`config.mk`:
```
export PLATFORM = sky130hd
export DESIGN_NAME = rsi_sqrt_cell
export DESIGN_NICKNAME = d
export VERILOG_FILES = /design/src/hw/rtl/rsi_pkg.sv /design/src/hw/rtl/rsi_sqrt_cell.sv
export SDC_FILE = /design/constraint.sdc
export NUM_CORES = 1
export LEC_CHECK = 0
export BUFFER_PORTS_ARGS = -buffer_cell sky130_fd_sc_hd__buf_2
export CELL_PAD_IN_SITES_DETAIL_PLACEMENT = 0
export CELL_PAD_IN_SITES_GLOBAL_PLACEMENT = 1
export CORE_AREA = 4 4 450 452
export DETAILED_ROUTE_END_ITERATION = 10
export DIE_AREA = 0 0 454 456
export PLACE_DENSITY = 0.31
export SETUP_SLACK_MARGIN = 0.3
export SLEW_MARGIN = 25
export SYNTH_ARGS = -nofsm -noshare
export SYNTH_HDL_FRONTEND = slang
export SYNTH_SLANG_ARGS = --single-unit
```
`constraint.sdc`:
```
create_clock -name clk_i -period 0.8 [get_ports clk_i]
set_input_delay 0 -clock clk_i [delete_from_list [all_inputs] [get_ports clk_i]]
set_output_delay 0 -clock clk_i [all_outputs]
set_load 0.01 [all_outputs]
```
`src/hw/rtl/rsi_pkg.sv`:
```
// ----------------------------------------------------------------------------
// rsi_pkg
// Shared widths, register indexes and item types for the ray/sphere test.
// ----------------------------------------------------------------------------
package rsi_pkg;

  localparam int unsigned FRAC_BITS = 16;
  localparam int unsigned IN_W      = 32;
  localparam int unsigned RAD_W     = 31;
  localparam int unsigned A_W       = 64;
  localparam int unsigned NH_W      = 65;
  localparam int unsigned CC_W      = 66;
  localparam int unsigned DISC_W    = 130;
  localparam int unsigned ROOT_W    = DISC_W / 2;
  localparam int unsigned SREM_W    = ROOT_W + 2;
  localparam int unsigned Q_W       = 31;
  localparam int unsigned NUM_W     = NH_W + FRAC_BITS;
  localparam int unsigned NTOP_W    = NUM_W - Q_W;
  localparam int unsigned FRONT_LAT = 7;
  localparam int unsigned PIPE_LAT  = FRONT_LAT + ROOT_W + 2 + Q_W + 2;

  localparam logic [1:0] REG_CENTER_X = 2'd0;
  localparam logic [1:0] REG_CENTER_Y = 2'd1;
  localparam logic [1:0] REG_CENTER_Z = 2'd2;
  localparam logic [1:0] REG_RADIUS   = 2'd3;

  typedef struct packed {
    logic [2:0][IN_W-1:0] org;
    logic [2:0][IN_W-1:0] dir;
  } rsi_ray_t;

  typedef struct packed {
    logic            live;
    logic            sat;
    logic [A_W-1:0]  a;
    logic [NH_W-1:0] negh;
    rsi_ray_t        ray;
  } rsi_tag_t;

endpackage

```
`src/hw/rtl/rsi_sqrt_cell.sv`:
```
// ----------------------------------------------------------------------------
// rsi_sqrt_cell
// One root bit of the restoring integer square root.
// ----------------------------------------------------------------------------
module rsi_sqrt_cell (
  input  logic                         clk_i,
  input  logic                         rst_ni,
  input  logic                         vld_i,
  input  rsi_pkg::rsi_tag_t            tag_i,
  input  logic [rsi_pkg::DISC_W-1:0]   rad_i,
  input  logic [rsi_pkg::SREM_W-1:0]   rem_i,
  input  logic [rsi_pkg::ROOT_W-1:0]   root_i,
  output logic                         vld_o,
  output rsi_pkg::rsi_tag_t            tag_o,
  output logic [rsi_pkg::DISC_W-1:0]   rad_o,
  output logic [rsi_pkg::SREM_W-1:0]   rem_o,
  output logic [rsi_pkg::ROOT_W-1:0]   root_o
);
  import rsi_pkg::*;

  logic [SREM_W+1:0] rem_sh, trial, diff;
  logic              fit;
  logic              vld_q;
  rsi_tag_t          tag_q;
  logic [DISC_W-1:0] rad_q;
  logic [SREM_W-1:0] rem_q;
  logic [ROOT_W-1:0] root_q;

  assign rem_sh = {rem_i, rad_i[DISC_W-1 -: 2]};
  assign trial  = {2'b00, root_i, 2'b01};
  assign diff   = rem_sh - trial;
  assign fit    = rem_sh >= trial;

  always_ff @(posedge clk_i or negedge rst_ni) begin
    if (!rst_ni) begin
      vld_q <= 1'b0;
    end else begin
      vld_q <= vld_i;
    end
  end

  always_ff @(posedge clk_i) begin
    tag_q  <= tag_i;
    rad_q  <= {rad_i[DISC_W-3:0], 2'b00};
    rem_q  <= fit ? diff[SREM_W-1:0] : rem_sh[SREM_W-1:0];
    root_q <= {root_i[ROOT_W-2:0], fit};
  end

  assign vld_o  = vld_q;
  assign tag_o  = tag_q;
  assign rad_o  = rad_q;
  assign rem_o  = rem_q;
  assign root_o = root_q;

endmodule

```
==> flow_summary.yaml, run 1 <==
die:
  rows: 164
  dieArea_um2: 207000
  start_util_pct: 8.40
  die_w_um: 454
  core_um2: 199000
  io_pins: 1174
  die_h_um: 456
logic_synthesis:
  synth_area_leaders: "dfxtp_1 70%, ha_1 5.0%, a21oi_1 3.9%, nor2_1 2.0%, inv_1 1.9%"
  netlist_area_um2: 16700
  synth-edff-count: 0
  synthCells: 1391
  yosysWarningCount: 0
  synth_top_cell_area_share_pct: 69.9
  synth_cell_type_count: 59
  seq_area_frac_synth_pct: 70.0
  yosys.cell_count.top_type: "dfxtp_1"
  synth_ff_type: "dfxtp_1"
  avgSynthCellArea_um2: 12.0
  synthArstFlopShare_pct: 0.171
  ys_ff_latch: 584
  synth_common_cells: "583 x dfxtp_1, 131 x a21oi_1, 87 x nor2_1"
  yosysTopAreaCell: "dfxtp_1"
clocking:
  clk_pin_slew_worst_paths_ns: 0.06
  cts_buffers: 79
  cts_buffer_depth: 3
  htreeDepth: 3
  cts_root_buf: "clkbuf_16"
  cts_sinks: 584
  cts_tree: "built"
global_routing:
  top_usage_layer: "met2"
  grt.total_usage_pct: 13.3
  grt_max_degree: 14
  grt_pass1_vias: 20600
  antenna_found_initial: 77
  grtUsageMet2_pct: 26.1
  grt_use_met3_pct: 3.29
  grt_pass1_wl_um: 186000
  grt-ovfl-total: 0
  grt_use_met1_pct: 13.2
critical_path:
  crit_type: "primary input to flip-flop"
  critical_path_arrival_ns: 2.94
  cp_max_fo: 5
  critPathRequiredTime_ns: 1.37
  end_kind: "flip-flop"
  crit_start: "rem_i[6]"
  startpoint_type: "primary input"
outcome:
  violations: "negative hold slack, negative setup slack"
  status: "complete, but fails checks"
timing:
  whs_ns: -0.589
  fin_crit_ns: 2.37
  rsz0062_at_grt: "true"
  relSlewSlack_pct: 61.4
  worst_slew_pin_slew_ns: 0.576
  setup_viol: 652
  fin_crit_sh_pct: 296
  max_freq_mhz: 422
  fin_ws_ns: -1.57
  fin_tns_setup_ns: -295.44
  hold_viol: 374
  drv_slew: 0
power:
  power.density_nw_per_um2: 2150
  ir_drop_uv: 1510
  total_power_mw: 91.2
  leakagePower_nw: 18.9
layout:
  finalInstanceArea_um2: 42400
  area_growth_pct: 154
  drive_above_1_share_pct: 65.6
  fin_nets: 4192
route:
  dr.pass1.iters: 5
  drt_iter0_drc: 631
  viasPerCell: 3.03
  drt-total-wl_um: 144000
  ant_nets: 0
  routed-via-count: 19000
  wl_per_cell_um: 23.0
  drcViolationCount: 0
hold_path:
  holdCritStartpoint: "root_i[0]"
  hold_path_class: "primary input to flip-flop"
placed_design:
  place_congestion: 0.828
  placed_cell_area_um2: 29000
  io_buffer_count: 1171
  dp_hpwl_um: 123000
job:
  cap_violations: 0
## cells in the final DEF, fill, tap and decap left out, types with 14 or more instances in the layout
cell type,instances
dfxtp_2,441
clkbuf_16,81
buf_8,35
a21o_1,41
buf_4,339
ha_4,38
buf_2,697
ha_1,25
inv_1,56
o21ai_0,26
nor2_2,14
xor2_1,23
clkinv_2,14
dlygate4sd3_1,563
buf_12,20
inv_2,22
a21oi_2,47
xnor2_1,35
buf_6,447
nand2_1,54
nor2_4,27
nand4_1,18
diode_2,15
nor2_1,46
dfxtp_1,135
clkbuf_8,17
mux2_4,15
a21oi_1,79
## flip-flops by register name (all words and copies together), names as in the netlist
register and flops:
tag_o 323, rad_o 128, rem_o 67, root_o 65
vld_o 1
## timing repair
action                                   CTS  global route
buffers inserted                          29             7
hold endpoints to repair                 584           466
hold buffers                             549            32
gates resized for setup                 1205           266
pin swaps                                 52             8
gates cloned                               2             2
endpoints found under the setup margin   652           670
## metal layers
metal	vias to the layer above	routed length, um	part of all wire, %
met1	8952	50500	35
li1	9020	-	-
met4	8	5590	3.9
met2	744	79300	55
met5	-	57	0.039
met3	255	8870	6.1
## worst paths after layout
| kind | to | slack, ns | cells past startpoint |
|---|---|---|---|
| max in group asynchronous | vld_o | 0.62 | 2 |
| worst max-delay path | rem_o[16] | -1.57 | 14 |
| min in group asynchronous | vld_o | 0.09 | 2 |
| worst min-delay path | root_o[1] | -0.59 | 1 |
## final cells by class
| class | count | area [um^2] |
|---|---|---|
| Tap cell | 2656 | 3320 |
| Clock buffer | 107 | 2250 |
| Clock inverter | 39 | 563 |
| Inverter | 86 | 353 |
| Timing Repair Buffer | 2107 | 17800 |
| Multi-Input combinational cell | 679 | 5870 |
| Sequential cell | 584 | 12300 |
| Fill cell | 21600 | 156000 |
| Antenna cell | 15 | 37.5 |
## critical path: stages
cell       delay [ns]
buf_6            0.10
ha_4             0.28
nand4_1          0.17
a221oi_4         0.28
o2bb2ai_4        0.16
nor4_4           0.14
buf_4            0.18
o2111ai_4        0.13
a31o_4           0.27
o31a_1           0.28
o31ai_4          0.26
buf_6            0.20
clkbuf_16        0.17
mux2_4           0.29
## metrics by stage
step / instances / utilization (%) / setup slack [ns]
floorplan: 1392 / - / -1.88
CTS: 6233 / 20.7 / -1.54
finish: 6273 / 21.3 / -1.57
global route: 6267 / 21.3 / -1.68
global placement: 5507 / 14.6 / -2.78
detailed placement: 5507 / 14.6 / -2.81
## logic make-up after synthesis
logic type	synth area share (%)
other cells	0.0225
buf+inv	3.06
flops	70.0
mux	1.08
simple gates	6.84
fa+ha+maj	5.02
xor+xnor	3.09
compound gates	10.9
## report_power, final
group	total, mW	internal (mW)	switching, mW
logic	20.0	11.0	9.03
clock network	38.4	22.7	15.7
registers	32.7	31.7	1.07
total	91.2	65.3	25.8
Note: power is estimated with default switching activity, not from simulation.
==> run 2, diff against run 1 <==
Settings changed: CTS_BUF_LIST from default to sky130_fd_sc_hd__clkbuf_4 sky130_fd_sc_hd__clkbuf_8 sky130_fd_sc_hd__clkbuf_16.
==> run 2 against run 1 <==
Net effect:
- critical path type unchanged
- largest cell class unchanged
- combinational power about the same
- global-route usage unchanged
- largest power group unchanged
- the flow still finishes with violations (negative hold slack, negative setup slack)
- maximum frequency decreased by 0.44%
- sequential cell count unchanged
- hold slack improved by 0.00058 ns
- critical endpoint is now rem_o[28]
- clock power increased by 1%
- sequential share of layout area about the same
==> flow_summary.yaml, run 2 (synthesized netlist as in run 1, its figures left out) <==
critical_path:
  crit_type: "primary input to flip-flop"
  crit_start: "rem_i[6]"
  cp_max_fo: 7
  critical_path_arrival_ns: 2.95
  startpoint_type: "primary input"
  end_kind: "flip-flop"
  critPathRequiredTime_ns: 1.38
timing:
  fin_ws_ns: -1.58
  fin_crit_ns: 2.38
  fin_crit_sh_pct: 297
  whs_ns: -0.588
  max_freq_mhz: 420
  relSlewSlack_pct: 60.7
  rsz0062_at_grt: "true"
  setup_viol: 652
  worst_slew_pin_slew_ns: 0.586
  drv_slew: 0
  hold_viol: 365
placed_design:
  placed_cell_area_um2: 29000
  dp_slack_ns: -2.81
  dp_cells: 5507
  place_congestion: 0.828
  dp_hpwl_um: 123000
  io_buffer_count: 1171
die:
  die_w_um: 454
  die_h_um: 456
  io_pins: 1174
  core_um2: 199000
  rows: 164
  dieArea_um2: 207000
  start_util_pct: 8.40
power:
  total_power_mw: 91.5
  power.density_nw_per_um2: 2150
  leakagePower_nw: 18.9
  ir_drop_uv: 1500
route:
  dr.pass1.iters: 4
  drt-total-wl_um: 144000
  routed-via-count: 19000
  drcViolationCount: 0
  viasPerCell: 3.02
  wl_per_cell_um: 23.0
  ant_nets: 0
  drt_iter0_drc: 632
clocking:
  cts_buffers: 79
  clk_pin_slew_worst_paths_ns: 0.06
  cts_tree: "built"
  cts_root_buf: "clkbuf_16"
  cts_buffer_depth: 3
  cts_sinks: 584
  htreeDepth: 3
global_routing:
  grt_pass1_vias: 20600
  grt_pass1_wl_um: 186000
  grt-ovfl-total: 0
  grt.total_usage_pct: 13.3
  antenna_found_initial: 80
  grt_max_degree: 14
outcome:
  violations: "negative hold slack, negative setup slack"
  status: "complete, but fails checks"
job:
  cap_violations: 0
layout:
  fin_nets: 4192
  finalInstanceArea_um2: 42500
  fin_util_pct: 21.4
  largest_reg_flops: 323
  area_growth_pct: 154
  drive_above_1_share_pct: 66.0
  fin_cells: 6283
  layout_common_cells: "697 x buf_2, 563 x dlygate4sd3_1, 447 x buf_6"
  final_common_cell: "buf_2"
hold_path:
  hold_path_class: "primary input to flip-flop"
  holdCritStartpoint: "root_i[0]"
==> run 2: cell types whose count changed in the layout (fill, tap and decap cells not counted), sizes merged <==
cell   previous run  this run
diode            15        25
==> run 2: cell type report <==
class                      count  area, um^2
antenna                       25        62.6
clock buffer                 107        2290
clock inverter                39         563
fill                       21600      156000
inverter                      86         353
multi-input combinational    679        5870
sequential                   584       12300
tap                         2656        3320
timing repair buffer        2107       17800
==> run 2: final timing paths <==
check                             to  slack, ns  cells after the start
max in group asynchronous      vld_o       0.63                      2
min                        root_o[1]      -0.59                      1
min in group asynchronous      vld_o       0.08                      2
max                        rem_o[28]      -1.58                     14
==> run 2: through the flow <==
stage	hold WS [ns]	setup TNS (ns)
6_report	-0.588	-295.51
5_1_grt	-0.644	-341.84
4_1_cts	-0.683	-350.69
3_5_place_dp	-0.203	-184.24
3_3_place_gp	-0.202	-181.95
2_1_floorplan	-0.296	-120.84
==> run 2: routing by layer <==
layer | routed length, um | vias to the layer above | part of all wire, % | track usage, %
met1 | 50000 | 8950 | 35 | 13.2
li1 | - | 9029 | - | -
met2 | 79300 | 751 | 55 | 26.1
met5 | 57 | - | 0.039 | 0
met4 | 5550 | 8 | 3.8 | 5.08
met3 | 9430 | 244 | 6.5 | 3.31
==> run 2: critical path, cell delays in order <==
cell and delay [ns]:
buf_6 0.10, ha_4 0.28, nand4_1 0.17, a221oi_4 0.29, o2bb2ai_4 0.16, nor4_4 0.14
buf_4 0.18, o2111ai_4 0.13, a31o_4 0.28, o31a_1 0.28, o31ai_4 0.26, buf_6 0.19
buf_12 0.15, mux2_4 0.31
==> run 2: repair_timing <==
item	CTS	global route
buffers inserted	29	7
endpoints found under the setup margin	652	670
hold buffers	549	32
endpoints found under the hold margin	584	466
gates cloned	2	2
resized for setup	1206	266
pin swaps	52	8
==> run 2: power breakdown <==
part           total (mW)  switching [mW]  leakage [nW]  internal [mW]
registers            32.7            1.07          4.93           31.7
clock network        38.8            15.7          1.41           23.0
logic                20.0            9.03          12.6           11.0
total                91.5            25.8          18.9           65.7
==> run 3, diff against run 2 <==
==> constraint.sdc (replaced) <==
create_clock -name clk_i -period 0.8 [get_ports clk_i]
set_input_delay 0.16 -clock clk_i [delete_from_list [all_inputs] [get_ports clk_i]]
set_output_delay 0.16 -clock clk_i [all_outputs]
set_load 0.01 [all_outputs]
==> run 3 against run 2 <==
Net effect:
- die area stayed put
- final area is 0.90% higher
- wire length is 0.38% higher
- global-route usage is 0.085 points higher
- critical path depth is 1 lower
- highest routed layer unchanged
- non-clock buffer count is 19 higher
- core utilization is 0.19 points higher
- via count is 0.80% higher
- clock power is 5.9% lower
- the flow still finishes with violations (negative hold slack, negative setup slack)
- combinational power is 3% higher
- hold slack better by 0.38 ns
==> flow_summary.yaml, run 3 (synthesized netlist as in run 1, its figures left out) <==
timing:
  rsz0062_at_grt: "true"
  fin_crit_sh_pct: 317
  fin_crit_ns: 2.54
  drv_slew: 0
  max_freq_mhz: 394
  whs_ns: -0.204
  hold_viol: 12
  setup_viol: 652
  fin_ws_ns: -1.74
  worst_slew_pin_slew_ns: 0.680
  relSlewSlack_pct: 54.4
global_routing:
  grt_pass1_vias: 20700
  grtUsageMet2_pct: 26.6
  grt-ovfl-total: 0
  grt_pass1_wl_um: 187000
  grt.total_usage_pct: 13.4
  grt_use_met1_pct: 13.4
  grt_max_degree: 14
  top_usage_layer: "met2"
  antenna_found_initial: 83
  grt_use_met3_pct: 3.41
layout:
  fillers: 21700
  drive_above_1_share_pct: 66.9
  fin_nets: 4211
  area_growth_pct: 157
  final_common_cell: "buf_2"
  layout_common_cells: "676 x buf_2, 574 x dlygate4sd3_1, 470 x buf_6"
  fin_cells: 6282
  finalInstanceArea_um2: 42900
  largest_reg_flops: 323
route:
  drcViolationCount: 0
  viasPerCell: 3.05
  drt_iter0_drc: 651
  wl_per_cell_um: 23.1
  dr.pass1.iters: 4
  routed-via-count: 19100
  ant_nets: 0
  drt-total-wl_um: 145000
die:
  die_h_um: 456
  rows: 164
  core_um2: 199000
  io_pins: 1174
  die_w_um: 454
  dieArea_um2: 207000
  start_util_pct: 8.40
critical_path:
  max_stage_delay_ns: 0.37
  path_delay_family: "compound AO/OA/AOI/OAI gates"
  cp_max_fo: 8
  path_buf_inv: 5
  critical_path_arrival_ns: 3.10
  startpoint_type: "primary input"
  critPathRequiredTime_ns: 1.36
  path_common_cell: "buf_4"
  end_kind: "flip-flop"
  worstPathCellList: "buf_4, inv_2, ha_4, nand4_1, or3_4, buf_4, o41a_1, a31o_4, o31a_1, o31ai_4, buf_6, buf_12, mux2_4"
  crit_type: "primary input to flip-flop"
  critPathSlowestCell: "or3_4"
clocking:
  cts_buffer_depth: 3
  cts_sinks: 584
  htreeDepth: 3
  cts_root_buf: "clkbuf_16"
  cts_buffers: 79
  cts_tree: "built"
  clk_pin_slew_worst_paths_ns: 0.06
hold_path:
  holdCritStartpoint: "rem_i[14]"
  holdPathEnd: "rem_o[16]"
  hold_path_class: "primary input to flip-flop"
  holdPathStages: 3
power:
  ir_drop_uv: 1380
  power.density_nw_per_um2: 2090
  leakagePower_nw: 19.0
  total_power_mw: 89.8
placed_design:
  dp_cells: 5511
  place_congestion: 0.827
  io_buffer_count: 1171
  dp_hpwl_um: 123000
  placed_cell_area_um2: 29100
job:
  cap_violations: 0
outcome:
  violations: "negative hold slack, negative setup slack"
  status: "complete, but fails checks"
==> run 3: cell count changes in the layout (fill, tap and decap cells not counted), moves of 9 or more <==
cell	change
buf_6	+23
a21oi_1	-9
buf_2	-21
dfxtp_2	+16
dlygate4sd3_1	+11
dfxtp_1	-15
==> run 3: layer usage <==
metal	up-vias	routed length, um
met5	-	51
met3	236	9360
met4	8	5140
li1	9057	-
met2	743	79900
met1	9090	50400
==> run 3: how the worst max path moves through the flow <==
stage / start / to / cells past startpoint
floorplan: root_i[7] / rem_o[12] / 13
global placement: root_i[13] / rem_o[31] / 16
detailed placement: root_i[13] / rem_o[27] / 16
CTS: root_i[5] / rem_o[28] / 14
global route: root_i[23] / rem_o[36] / 14
finish: root_i[44] / rem_o[28] / 13
==> run 3: cell type report <==
type	count	area [um^2]	area share [%]
clock buffer	103	2220	5.18
timing repair buffer	2126	18100	42.2
inverter	86	358	0.834
tap	2656	3320	7.75
antenna	18	45.0	0.105
multi-input combinational	679	6130	14.3
sequential	584	12300	28.7
clock inverter	30	400	0.934
==> run 3: stage by stage <==
| step | utilization, % | setup TNS [ns] | worst slack, ns |
|---|---|---|---|
| finish | 21.6 | -390.36 | -1.74 |
| detailed placement | 14.6 | -191.49 | -2.92 |
| CTS | 20.7 | -452.40 | -1.71 |
| global route | 21.6 | -440.07 | -1.81 |
| floorplan | - | -131.72 | -2.04 |
| global placement | 14.6 | -191.18 | -2.91 |
==> run 3: where the power goes <==
group / leakage, nW / switching [mW] / internal [mW]
Clock: 1.29 / 15.2 / 21.3
Sequential: 4.93 / 1.10 / 31.7
Combinational: 12.8 / 9.20 / 11.3
Total: 19.0 / 25.5 / 64.3
==> run 3: timing repair <==
item	4_1_cts	5_1_grt
setup buffers	20	21
hold buffers	567	7
gates cloned	2	3
endpoints found under the setup margin	652	652
gates resized for setup	1179	365
pin swaps	41	39
hold endpoints to repair	584	18
