===== src/hw/rtl/rsi_pkg.sv =====
// ----------------------------------------------------------------------------
// rsi_pkg
// Shared widths, register indexes and item types for the ray/sphere test.
// ----------------------------------------------------------------------------
package rsi_pkg;

  localparam int unsigned FRAC_BITS = 16;
  localparam int unsigned IN_W      = 32;
  localparam int unsigned RAD_W     = 31;
  localparam int unsigned A_W       = 64;
  localparam int unsigned NH_W      = 65;
  localparam int unsigned CC_W      = 66;
  localparam int unsigned DISC_W    = 130;
  localparam int unsigned ROOT_W    = DISC_W / 2;
  localparam int unsigned SREM_W    = ROOT_W + 2;
  localparam int unsigned Q_W       = 31;
  localparam int unsigned NUM_W     = NH_W + FRAC_BITS;
  localparam int unsigned NTOP_W    = NUM_W - Q_W;
  localparam int unsigned FRONT_LAT = 7;
  localparam int unsigned PIPE_LAT  = FRONT_LAT + ROOT_W + 2 + Q_W + 2;

  localparam logic [1:0] REG_CENTER_X = 2'd0;
  localparam logic [1:0] REG_CENTER_Y = 2'd1;
  localparam logic [1:0] REG_CENTER_Z = 2'd2;
  localparam logic [1:0] REG_RADIUS   = 2'd3;

  typedef struct packed {
    logic [2:0][IN_W-1:0] org;
    logic [2:0][IN_W-1:0] dir;
  } rsi_ray_t;

  typedef struct packed {
    logic            live;
    logic            sat;
    logic [A_W-1:0]  a;
    logic [NH_W-1:0] negh;
    rsi_ray_t        ray;
  } rsi_tag_t;

endpackage


===== src/hw/rtl/rsi_div_cell.sv =====
// ----------------------------------------------------------------------------
// rsi_div_cell
// One quotient bit of the restoring divider for the hit distance.
// ----------------------------------------------------------------------------
module rsi_div_cell (
  input  logic                       clk_i,
  input  logic                       rst_ni,
  input  logic                       vld_i,
  input  rsi_pkg::rsi_tag_t          tag_i,
  input  logic [rsi_pkg::Q_W-1:0]    num_i,
  input  logic [rsi_pkg::A_W-1:0]    rem_i,
  input  logic [rsi_pkg::Q_W-1:0]    quo_i,
  output logic                       vld_o,
  output rsi_pkg::rsi_tag_t          tag_o,
  output logic [rsi_pkg::Q_W-1:0]    num_o,
  output logic [rsi_pkg::A_W-1:0]    rem_o,
  output logic [rsi_pkg::Q_W-1:0]    quo_o
);
  import rsi_pkg::*;

  logic [A_W:0]   rem_sh, diff;
  logic           fit;
  logic           vld_q;
  rsi_tag_t       tag_q;
  logic [Q_W-1:0] num_q, quo_q;
  logic [A_W-1:0] rem_q;

  assign rem_sh = {rem_i, num_i[Q_W-1]};
  assign diff   = rem_sh - {1'b0, tag_i.a};
  assign fit    = rem_sh >= {1'b0, tag_i.a};

  always_ff @(posedge clk_i or negedge rst_ni) begin
    if (!rst_ni) begin
      vld_q <= 1'b0;
    end else begin
      vld_q <= vld_i;
    end
  end

  always_ff @(posedge clk_i) begin
    tag_q <= tag_i;
    num_q <= {num_i[Q_W-2:0], 1'b0};
    rem_q <= fit ? diff[A_W-1:0] : rem_sh[A_W-1:0];
    quo_q <= {quo_i[Q_W-2:0], fit};
  end

  assign vld_o = vld_q;
  assign tag_o = tag_q;
  assign num_o = num_q;
  assign rem_o = rem_q;
  assign quo_o = quo_q;

endmodule


===== config.mk =====
export PLATFORM = sky130hd
export DESIGN_NAME = rsi_div_cell
export DESIGN_NICKNAME = d
export VERILOG_FILES = /design/src/hw/rtl/rsi_pkg.sv /design/src/hw/rtl/rsi_div_cell.sv
export SDC_FILE = /design/constraint.sdc
export NUM_CORES = 1
export LEC_CHECK = 0
export ABC_AREA = 0
export BUFFER_PORTS_ARGS = -buffer_cell sky130_fd_sc_hd__clkbuf_2
export CORE_AREA = 5 5 347 349
export CTS_BUF_LIST = sky130_fd_sc_hd__clkbuf_8
export CTS_CLUSTER_SIZE = 24
export DETAILED_ROUTE_END_ITERATION = 10
export DIE_AREA = 0 0 352 354
export GPL_TIMING_DRIVEN = 0
export PLACE_DENSITY_LB_ADDON = 0.15
export SETUP_SLACK_MARGIN = 0.2
export SKIP_CTS_REPAIR_TIMING = 1
export SLEW_MARGIN = 20
export SYNTH_ARGS = -nofsm -noshare
export SYNTH_HDL_FRONTEND = slang
export SYNTH_SLANG_ARGS = --single-unit

===== constraint.sdc =====
create_clock -name clk_i -period 0.8 [get_ports clk_i]
set_input_delay 0.16 -clock clk_i [delete_from_list [all_inputs] [get_ports clk_i]]
set_output_delay 0.16 -clock clk_i [all_outputs]
set_load 0.02 [all_outputs]

==> impl_metrics.tcl, run 1 <==
set metrics [dict create \
    tns_ns -395.20 \
    vias 14900 \
    synth-main-ff-cell "dfxtp_1" \
    final_util_pct 26.6 \
    first_global_vias 13800 \
    fin_crit_ns 3.11 \
    grt_pass1_wl_mm 126 \
    grt_use_total_pct 15.0 \
    syn_area_per_cell_sq_um 12.1 \
    finalHoldViolCount 17 \
    antenna_found_initial 63 \
    endpoint_kind "flop" \
    seq_area_frac_synth_pct 64.9 \
    yosysWarnings 0 \
    ys_types 71 \
    powerDensity_nw_per_um2 2250 \
    grt_max_degree 15 \
    nNetsFinal 3127 \
    placed_cell_area_sq_um 20300 \
    path_max_fanout 7 \
    fp.dieH_microns 354 \
    hold_path.class "input port to flop" \
    slew_viol_final 0 \
    drive_gt1_share_pct 61.0 \
    synthCells 1143 \
    ant_nets 0 \
    cp.arrival_ns 3.73 \
    synth.area.top_cells "dfxtp_1 (65%), ha_1 (5.8%), mux2_2 (4.1%)" \
    drc 0 \
    numPlacedInstances 3579 \
    drt_iter0_drc 635 \
    relSlewSlack_pct 57.2 \
    ys_ff_latch 449 \
    cts_buffer_depth 3 \
    setup_ws_ns -2.31 \
    hpwl_mm 85.2 \
    cp-start-kind "input port" \
    rsz0062_at_grt "yes" \
    fin_area_sq_um 31100 \
    row_count 126 \
    dieWidth_microns 352 \
    wirelength_mm 103 \
    gp_congestion 0.903 \
    io_buffers 899 \
    cts_tree "yes" \
    grt_util_met1_pct 14.6 \
    num-fill-cells 12500 \
    cts_sinks 449 \
    ir_drop_uv 1060 \
    synthArstFlopShare_pct 0.223 \
    overflow 0 \
    required_ns 1.43 \
    root_buffer "clkbuf_8" \
    setup_viol 514 \
    final_cells 4240 \
    syn_to_final_growth_pct 125 \
    tightest_slew_ns 0.636 \
    busiest_layer "met2" \
    p_leak_nw 14.2 \
    io_pins 902 \
    drt-wirelength-per-cell_microns 24.2 \
    dr.pass1.iters 4 \
    synth_edf_count 0 \
    violations "negative hold slack, negative setup slack" \
    syn_area_sq_um 13900 \
    fmax_mhz 322 \
    maxCapViolCount 0 \
    synth.largest_area_cell "dfxtp_1" \
    outcome "finished with violations" \
    initial_utilization_pct 11.8 \
    globalRouteMet3Util_pct 9.43 \
    dieArea_sq_um 125000 \
    worst_hold_slack_ns -0.462 \
    synth_top_cell_area_share_pct 64.7 \
    synth_nets 1660 \
    crit_type "input port to flop" \
    cts_max_level 3 \
    min_period_over_period_pct 388 \
    core_area_sq_um 117000 \
    use_met2_pct 27.0 \
    viasPerCell 3.51 \
    cts_made_buffers 89 \
    path_clk_slew_ns 0.06 \
]
## where the power goes
group	switching, W	internal, W
combinational	0.00776	0.00793
sequential	0.000949	0.0245
clock	0.0118	0.0170
total	0.0205	0.0494
## through the flow
| stage | power, W | worst slack, ns |
|---|---|---|
| global route | 0.0734 | -2.37 |
| detailed placement | 0.0365 | -3.96 |
| global placement | 0.0366 | -4.35 |
| CTS | 0.0660 | -3.09 |
| finish | 0.0699 | -2.31 |
| floorplan | 0.0309 | -2.41 |
## layout by cell type, fill, tap and decap left out, types with 5 or more instances in the layout
cell type      synthesis  layout
buf_12                 2      13
nand2_1               58      58
clkbuf_1              19      15
nand4_1               15      15
and3_1                11      11
inv_1                 80      90
o21ai_0               35      34
diode_2                0      18
a31oi_1                8       7
dlygate4sd3_1          0     449
nor2_1                37      37
nor3_1                 9       7
nor2b_1                7       7
mux2i_1                5       5
a21oi_1               71      67
a21o_1                36      36
dfxtp_4                0       8
ha_1                  64      59
o31ai_1                7       5
clkinv_2               0      20
xnor2_1               37      37
mux2_4                 7      16
bufinv_16              0      12
dfxtp_2                0     439
mux2_2                51      42
buf_6                  1     423
buf_4                  5      22
o21bai_1              13      13
nand3_1               10      10
xor2_1                19      19
buf_8                  0      26
clkbuf_8               0     114
clkbuf_2               0     452
## metal layers
layer / share of wire (%) / wire length [microns] / vias to the layer above
met1: 36 / 37200 / 7100
met3: 11 / 11100 / 178
met2: 50 / 51400 / 665
met5: 0.12 / 124 / -
met4: 2.7 / 2740 / 20
li1: - / - / 6907
## critical path: stages
cell	delay (ns)
buf_12	0.09
inv_8	0.03
ha_4	0.24
nor2b_4	0.13
o21ai_2	0.06
o21a_2	0.22
o31a_1	0.38
o31a_1	0.35
buf_12	0.15
o41ai_4	0.27
buf_4	0.19
a41o_4	0.29
a31oi_4	0.12
o211a_1	0.26
buf_8	0.14
clkinv_8	0.07
buf_12	0.13
buf_12	0.13
mux2_4	0.30
## cells by family after synthesis
group	after synthesis	share of synthesized area [%]
and+or+nand+nor	175	6.20
muxes	63	5.26
AOI/OAI and AO/OA	225	10.8
DFF	449	64.9
other	1	0.0270
buffers and inverters	109	3.42
xor gates and xnor gates	56	3.54
adders and majority gates	65	5.92
## area by class of cell
cell class                 count  area, sq um  share of cell area (%)
tap                         1536         1920                    6.17
inverter                      81          324                    1.04
timing repair buffer        1376        12300                    39.4
multi-input combinational    585         4620                    14.8
buffer                        28          204                   0.655
sequential                   449         9570                    30.7
clock inverter                53          623                    2.00
clock buffer                 114         1570                    5.04
antenna                       18         45.0                   0.145
## registers in the layout (all words and copies together) (netlist names)
name	flops
tag_o	323
rem_o	64
quo_o	31
num_o	30
vld_o	1
## path summary, 6_finish.rpt
kind                       startpoint                  to  slack [ns]  cells past startpoint
setup / recovery           tag_i[258]    rem_o[8]$_DFF_P_       -2.31                     19
hold / removal             tag_i[258]  tag_o[258]$_DFF_P_       -0.46                      1
max in group asynchronous      rst_ni     vld_o$_DFF_PN0_        0.13                      3
min in group asynchronous      rst_ni     vld_o$_DFF_PN0_        0.56                      3
## Yosys cell counts (all sizes together) (4+ instances only)
master	n
a21o	36
clkbuf	19
nor2	37
o31ai	7
a21boi	5
mux2	58
a211oi	7
inv	80
o21ai	36
buf	9
nand3	10
and3	11
nor2b	8
mux2i	5
xnor2	37
o21bai	13
ha	64
nand2b	4
nand4	15
dfxtp	448
a31oi	9
nor3	9
a211o	4
a21oi	71
xor2	19
nand2	58
(Power assumes the default switching activity.)
==> run 2, diff against run 1 <==
- REMOVE_ABC_BUFFERS: unset -> 1
==> run 2 against run 1 <==
Net effect:
- critical endpoint is now rem_o[22]$_DFF_P_
- the run still ends with negative hold slack, negative setup slack left
- largest power group unchanged
- non-clock buffer count is 24 lower
- power fell by 1.7%
- clock-buffer cell count grew 1
- sequential share of layout area down 0.14 points
- critical path depth shrank 2
- highest routed layer unchanged
==> impl_metrics.tcl, run 2 (synthesis gave the netlist of run 1 again) <==
set metrics [dict create \
    outcome "finished with violations" \
    violations "negative hold slack, negative setup slack" \
    drive_gt1_share_pct 61.5 \
    powerDensity_nw_per_um2 2200 \
    cp.arrival_ns 3.74 \
    critPathSlowestCell "o31a_1" \
    nNetsFinal 3108 \
    first_global_vias 14000 \
    num-fill-cells 12400 \
    syn_to_final_growth_pct 125 \
    fmax_mhz 323 \
    hold_path_depth 1 \
    io_buffers 899 \
    min_period_over_period_pct 387 \
    gp_congestion 0.888 \
    numPlacedInstances 3552 \
    tightest_slew_ns 0.800 \
    tns_ns -393.70 \
    final_cells 4219 \
    hpwl_mm 86.2 \
    grt_max_degree 60 \
    drt_iter0_drc 640 \
    antenna_found_initial 54 \
    path_clk_slew_ns 0.05 \
    rsz0062_at_grt "yes" \
    grt_pass1_wl_mm 129 \
    io_pins 902 \
    setup_ws_ns -2.30 \
    seq_area_sq_um 9570 \
    cts_made_buffers 91 \
    worst_hold_slack_ns -0.466 \
    ant_nets 0 \
    grt_use_total_pct 15.3 \
    ir_drop_uv 1140 \
    vias 15000 \
    fp.dieH_microns 354 \
    largest_reg_flops 323 \
    finalHoldViolCount 15 \
    path_delay_family "compound AO/OA/AOI/OAI gates" \
    root_buffer "clkbuf_8" \
    maxCapViolCount 0 \
    core_area_sq_um 117000 \
    dieWidth_microns 352 \
    multi_input_area_sq_um 4910 \
    cp-start-kind "input port" \
    slew_viol_final 0 \
    viasPerCell 3.57 \
    drt-wirelength-per-cell_microns 25.3 \
    dieArea_sq_um 125000 \
    initial_utilization_pct 11.8 \
    wirelength_mm 107 \
    critPathBufInv 6 \
    relSlewSlack_pct 46.2 \
    hold_start "tag_i[261]" \
    cts_buffer_depth 3 \
    layout_commonest_cell "dlygate4sd3_1" \
    required_ns 1.44 \
    holdPathEnd "tag_o[261]$_DFF_P_" \
    fin_crit_ns 3.10 \
    hold_path.class "input port to flop" \
    crit_type "input port to flop" \
    layout_common_cells "dlygate4sd3_1 (448), clkbuf_2 (445), dfxtp_2 (438)" \
    row_count 126 \
    cts_max_level 3 \
    overflow 0 \
    drc 0 \
    placed_cell_area_sq_um 20100 \
    cts_sinks 449 \
    path_cells "buf_8 > inv_4 > ha_4 > nor2b_4 > o21ai_4 > o21a_2 > o31a_1 > o31a_1 > o41ai_4 > buf_6 > a41o_4 > a31oi_4 > o211a_4 > buf_12 > buf_12 > clkinv_16 > mux2_4" \
    path_max_fanout 7 \
    endpoint_kind "flop" \
    dr.pass1.iters 5 \
    cp.depth 17 \
    cp_slowest_stage_delay_ns 0.43 \
    fin_area_sq_um 31300 \
    p_leak_nw 14.3 \
    cts_tree "yes" \
    critPathLaunch "tag_i[258]" \
    setup_viol 514 \
]
run 2: worst max-delay path by stage:
stage	endpoint	slack, ns
2_1_floorplan	rem_o[10]$_DFF_P_	-2.72
3_3_place_gp	rem_o[35]$_DFF_P_	-4.52
3_5_place_dp	rem_o[35]$_DFF_P_	-4.51
4_1_cts	rem_o[18]$_DFF_P_	-3.65
5_1_grt	rem_o[40]$_DFF_P_	-2.23
6_report	rem_o[22]$_DFF_P_	-2.30
run 2: area by class of cell:
cell class,instances,share of cell area (%)
Inverter,81,1.07
Multi-Input combinational cell,585,15.7
Clock buffer,115,5.06
Clock inverter,46,1.38
Timing Repair inverter,3,0.288
Timing Repair Buffer,1380,39.6
Tap cell,1536,6.15
Antenna cell,24,0.192
Sequential cell,449,30.6
run 2: routing by layer:
metal | routed length (microns) | GRT usage (%) | up-vias | part of all wire [%]
met5 | 64 | 0 | - | 0.060
met4 | 4690 | 3.55 | 12 | 4.4
met3 | 9690 | 8.15 | 206 | 9.1
met2 | 50900 | 26.7 | 754 | 48
met1 | 41200 | 16.4 | 7213 | 39
li1 | - | - | 6864 | -
run 2: power breakdown:
group	switching [W]	internal, W
clock network	0.0115	0.0153
registers	0.000943	0.0245
logic	0.00818	0.00825
run 2: through the flow:
step / power [W] / utilization (%) / setup slack [ns]
after global placement: 0.0365 / 17.2 / -4.52
after floorplan: 0.0308 / - / -2.72
final: 0.0687 / 26.7 / -2.30
after detailed placement: 0.0364 / 17.2 / -4.51
after global routing: 0.0722 / 26.7 / -2.23
after CTS: 0.0643 / 18.9 / -3.65
==> run 3, diff against run 2 <==
- HOLD_SLACK_MARGIN: unset -> 0.05
==> run 3 against run 2 <==
Net effect:
- the flow still finishes with violations (negative hold slack, negative setup slack)
- die area unchanged
- critical path depth did not move
- flip-flop and latch count unchanged
- global-route usage stayed put
- via count is 0.31% lower
- combinational power hardly changed
- clock-buffer cell count is the same
- fmax about the same
- worst hold slack worse by 0.0092 ns
- non-clock buffer count fell by 17
==> impl_metrics.tcl, run 3 (synthesis gave the netlist of run 1 again) <==
set metrics [dict create \
    cts_made_buffers 91 \
    outcome "finished with violations" \
    setup_ws_ns -2.30 \
    final_cells 4202 \
    dieArea_sq_um 125000 \
    slew_viol_final 0 \
    cts_max_level 3 \
    layout_common_cells "clkbuf_2 (445), dfxtp_2 (438), dlygate4sd3_1 (431)" \
    antenna_found_initial 53 \
    gp_congestion 0.888 \
    total_power_w 0.0686 \
    initial_utilization_pct 11.8 \
    row_count 126 \
    root_buffer "clkbuf_8" \
    cts_buffer_depth 3 \
    crit_type "input port to flop" \
    dr.pass1.iters 5 \
    numPlacedInstances 3552 \
    dp_slack_ns -4.51 \
    hold_path.class "input port to flop" \
    drt-wirelength-per-cell_microns 25.3 \
    cts_sinks 449 \
    cts_tree "yes" \
    final_util_pct 26.5 \
    hpwl_mm 86.2 \
    swShare_pct 30.1 \
    io_pins 902 \
    path_clk_slew_ns 0.05 \
    grt_use_total_pct 15.3 \
    ant_nets 0 \
    fin_crit_ns 3.10 \
    worst_hold_slack_ns -0.476 \
    drc 0 \
    cp.arrival_ns 3.74 \
    io_buffers 899 \
    first_global_vias 14000 \
    ir_drop_uv 1160 \
    syn_to_final_growth_pct 124 \
    vias 15000 \
    p_int_w 0.0480 \
    multi_input_area_sq_um 4910 \
    wirelength_mm 106 \
    rsz0062_at_grt "yes" \
    finalHoldViolCount 30 \
    largest_reg_flops 323 \
    min_period_over_period_pct 387 \
    viasPerCell 3.57 \
    violations "negative hold slack, negative setup slack" \
    grt_max_degree 60 \
    switching_power_w 0.0206 \
    critPathLaunch "tag_i[258]" \
    pwr-share-comb_pct 23.8 \
    core_area_sq_um 117000 \
    fp.dieH_microns 354 \
    dieWidth_microns 352 \
    layout_commonest_cell "clkbuf_2" \
    hold_start "tag_i[286]" \
    powerDensity_nw_per_um2 2210 \
    required_ns 1.44 \
    p_leak_nw 14.3 \
    setup_viol 514 \
    grt_pass1_wl_mm 129 \
    seq_area_sq_um 9570 \
    overflow 0 \
    endpoint_kind "flop" \
    fmax_mhz 323 \
    nNetsFinal 3091 \
    cp-start-kind "input port" \
    drt_iter0_drc 669 \
    num-fill-cells 12400 \
    path_max_fanout 7 \
    pwr-share-seq_pct 37.1 \
    drive_gt1_share_pct 61.8 \
    pwr-share-clk_pct 39.1 \
    maxCapViolCount 0 \
    relSlewSlack_pct 47.4 \
    tightest_slew_ns 0.783 \
]
-- run 3: cell count changes in the layout (fill, tap and decap cells not counted) --
cell,before,now
dlygate4sd3_1,448,431
-- run 3: critical path, stage by stage --
cell       delay, ns
buf_8           0.09
inv_4           0.03
ha_4            0.25
nor2b_4         0.15
o21ai_4         0.08
o21a_2          0.24
o31a_1          0.36
o31a_1          0.44
o41ai_4         0.25
buf_6           0.17
a41o_4          0.29
a31oi_4         0.14
o211a_4         0.36
buf_12          0.17
buf_12          0.14
clkinv_16       0.07
mux2_4          0.30
-- run 3: path summary, 6_finish.rpt --
check	to	depth (start not counted)
max in group asynchronous	vld_o$_DFF_PN0_	3
min in group asynchronous	vld_o$_DFF_PN0_	3
setup / recovery	rem_o[22]$_DFF_P_	17
hold / removal	tag_o[286]$_DFF_P_	1
-- run 3: final cells by class --
cell class / instances / area share (%)
Clock inverter: 46 / 1.39
Timing Repair Buffer: 1363 / 39.2
Antenna cell: 24 / 0.193
Sequential cell: 449 / 30.8
Tap cell: 1536 / 6.18
Inverter: 81 / 1.08
Clock buffer: 115 / 5.09
Timing Repair inverter: 3 / 0.290
Multi-Input combinational cell: 585 / 15.8
-- run 3: metrics by stage --
| step | setup TNS [ns] | instance area (sq um) |
|---|---|---|
| 6_report | -393.43 | 31100 |
| 5_1_grt | -441.51 | 31100 |
| 4_1_cts | -566.37 | 22200 |
| 3_5_place_dp | -283.16 | 20100 |
| 3_3_place_gp | -285.25 | 20100 |
| 2_1_floorplan | -172.56 | 13700 |
-- run 3: power groups by stage --
stage	Sequential (W)	Clock (W)	Combinational, W
4_1_cts	0.0247	0.0282	0.0113
6_report	0.0254	0.0268	0.0164
3_3_place_gp	0.0252	0	0.0113
5_1_grt	0.0256	0.0292	0.0174
2_1_floorplan	0.0273	0	0.00345
3_5_place_dp	0.0252	0	0.0113
-- run 3: routing by layer --
layer  GRT usage, %  vias up  share of wire, %  wire, microns
met5              0        -             0.054             57
met4           3.55       10               4.3           4590
met3           8.15      196               9.2           9780
met2           26.7      756                48          51000
met1           16.4     7213                39          41000
li1               -     6828                 -              -
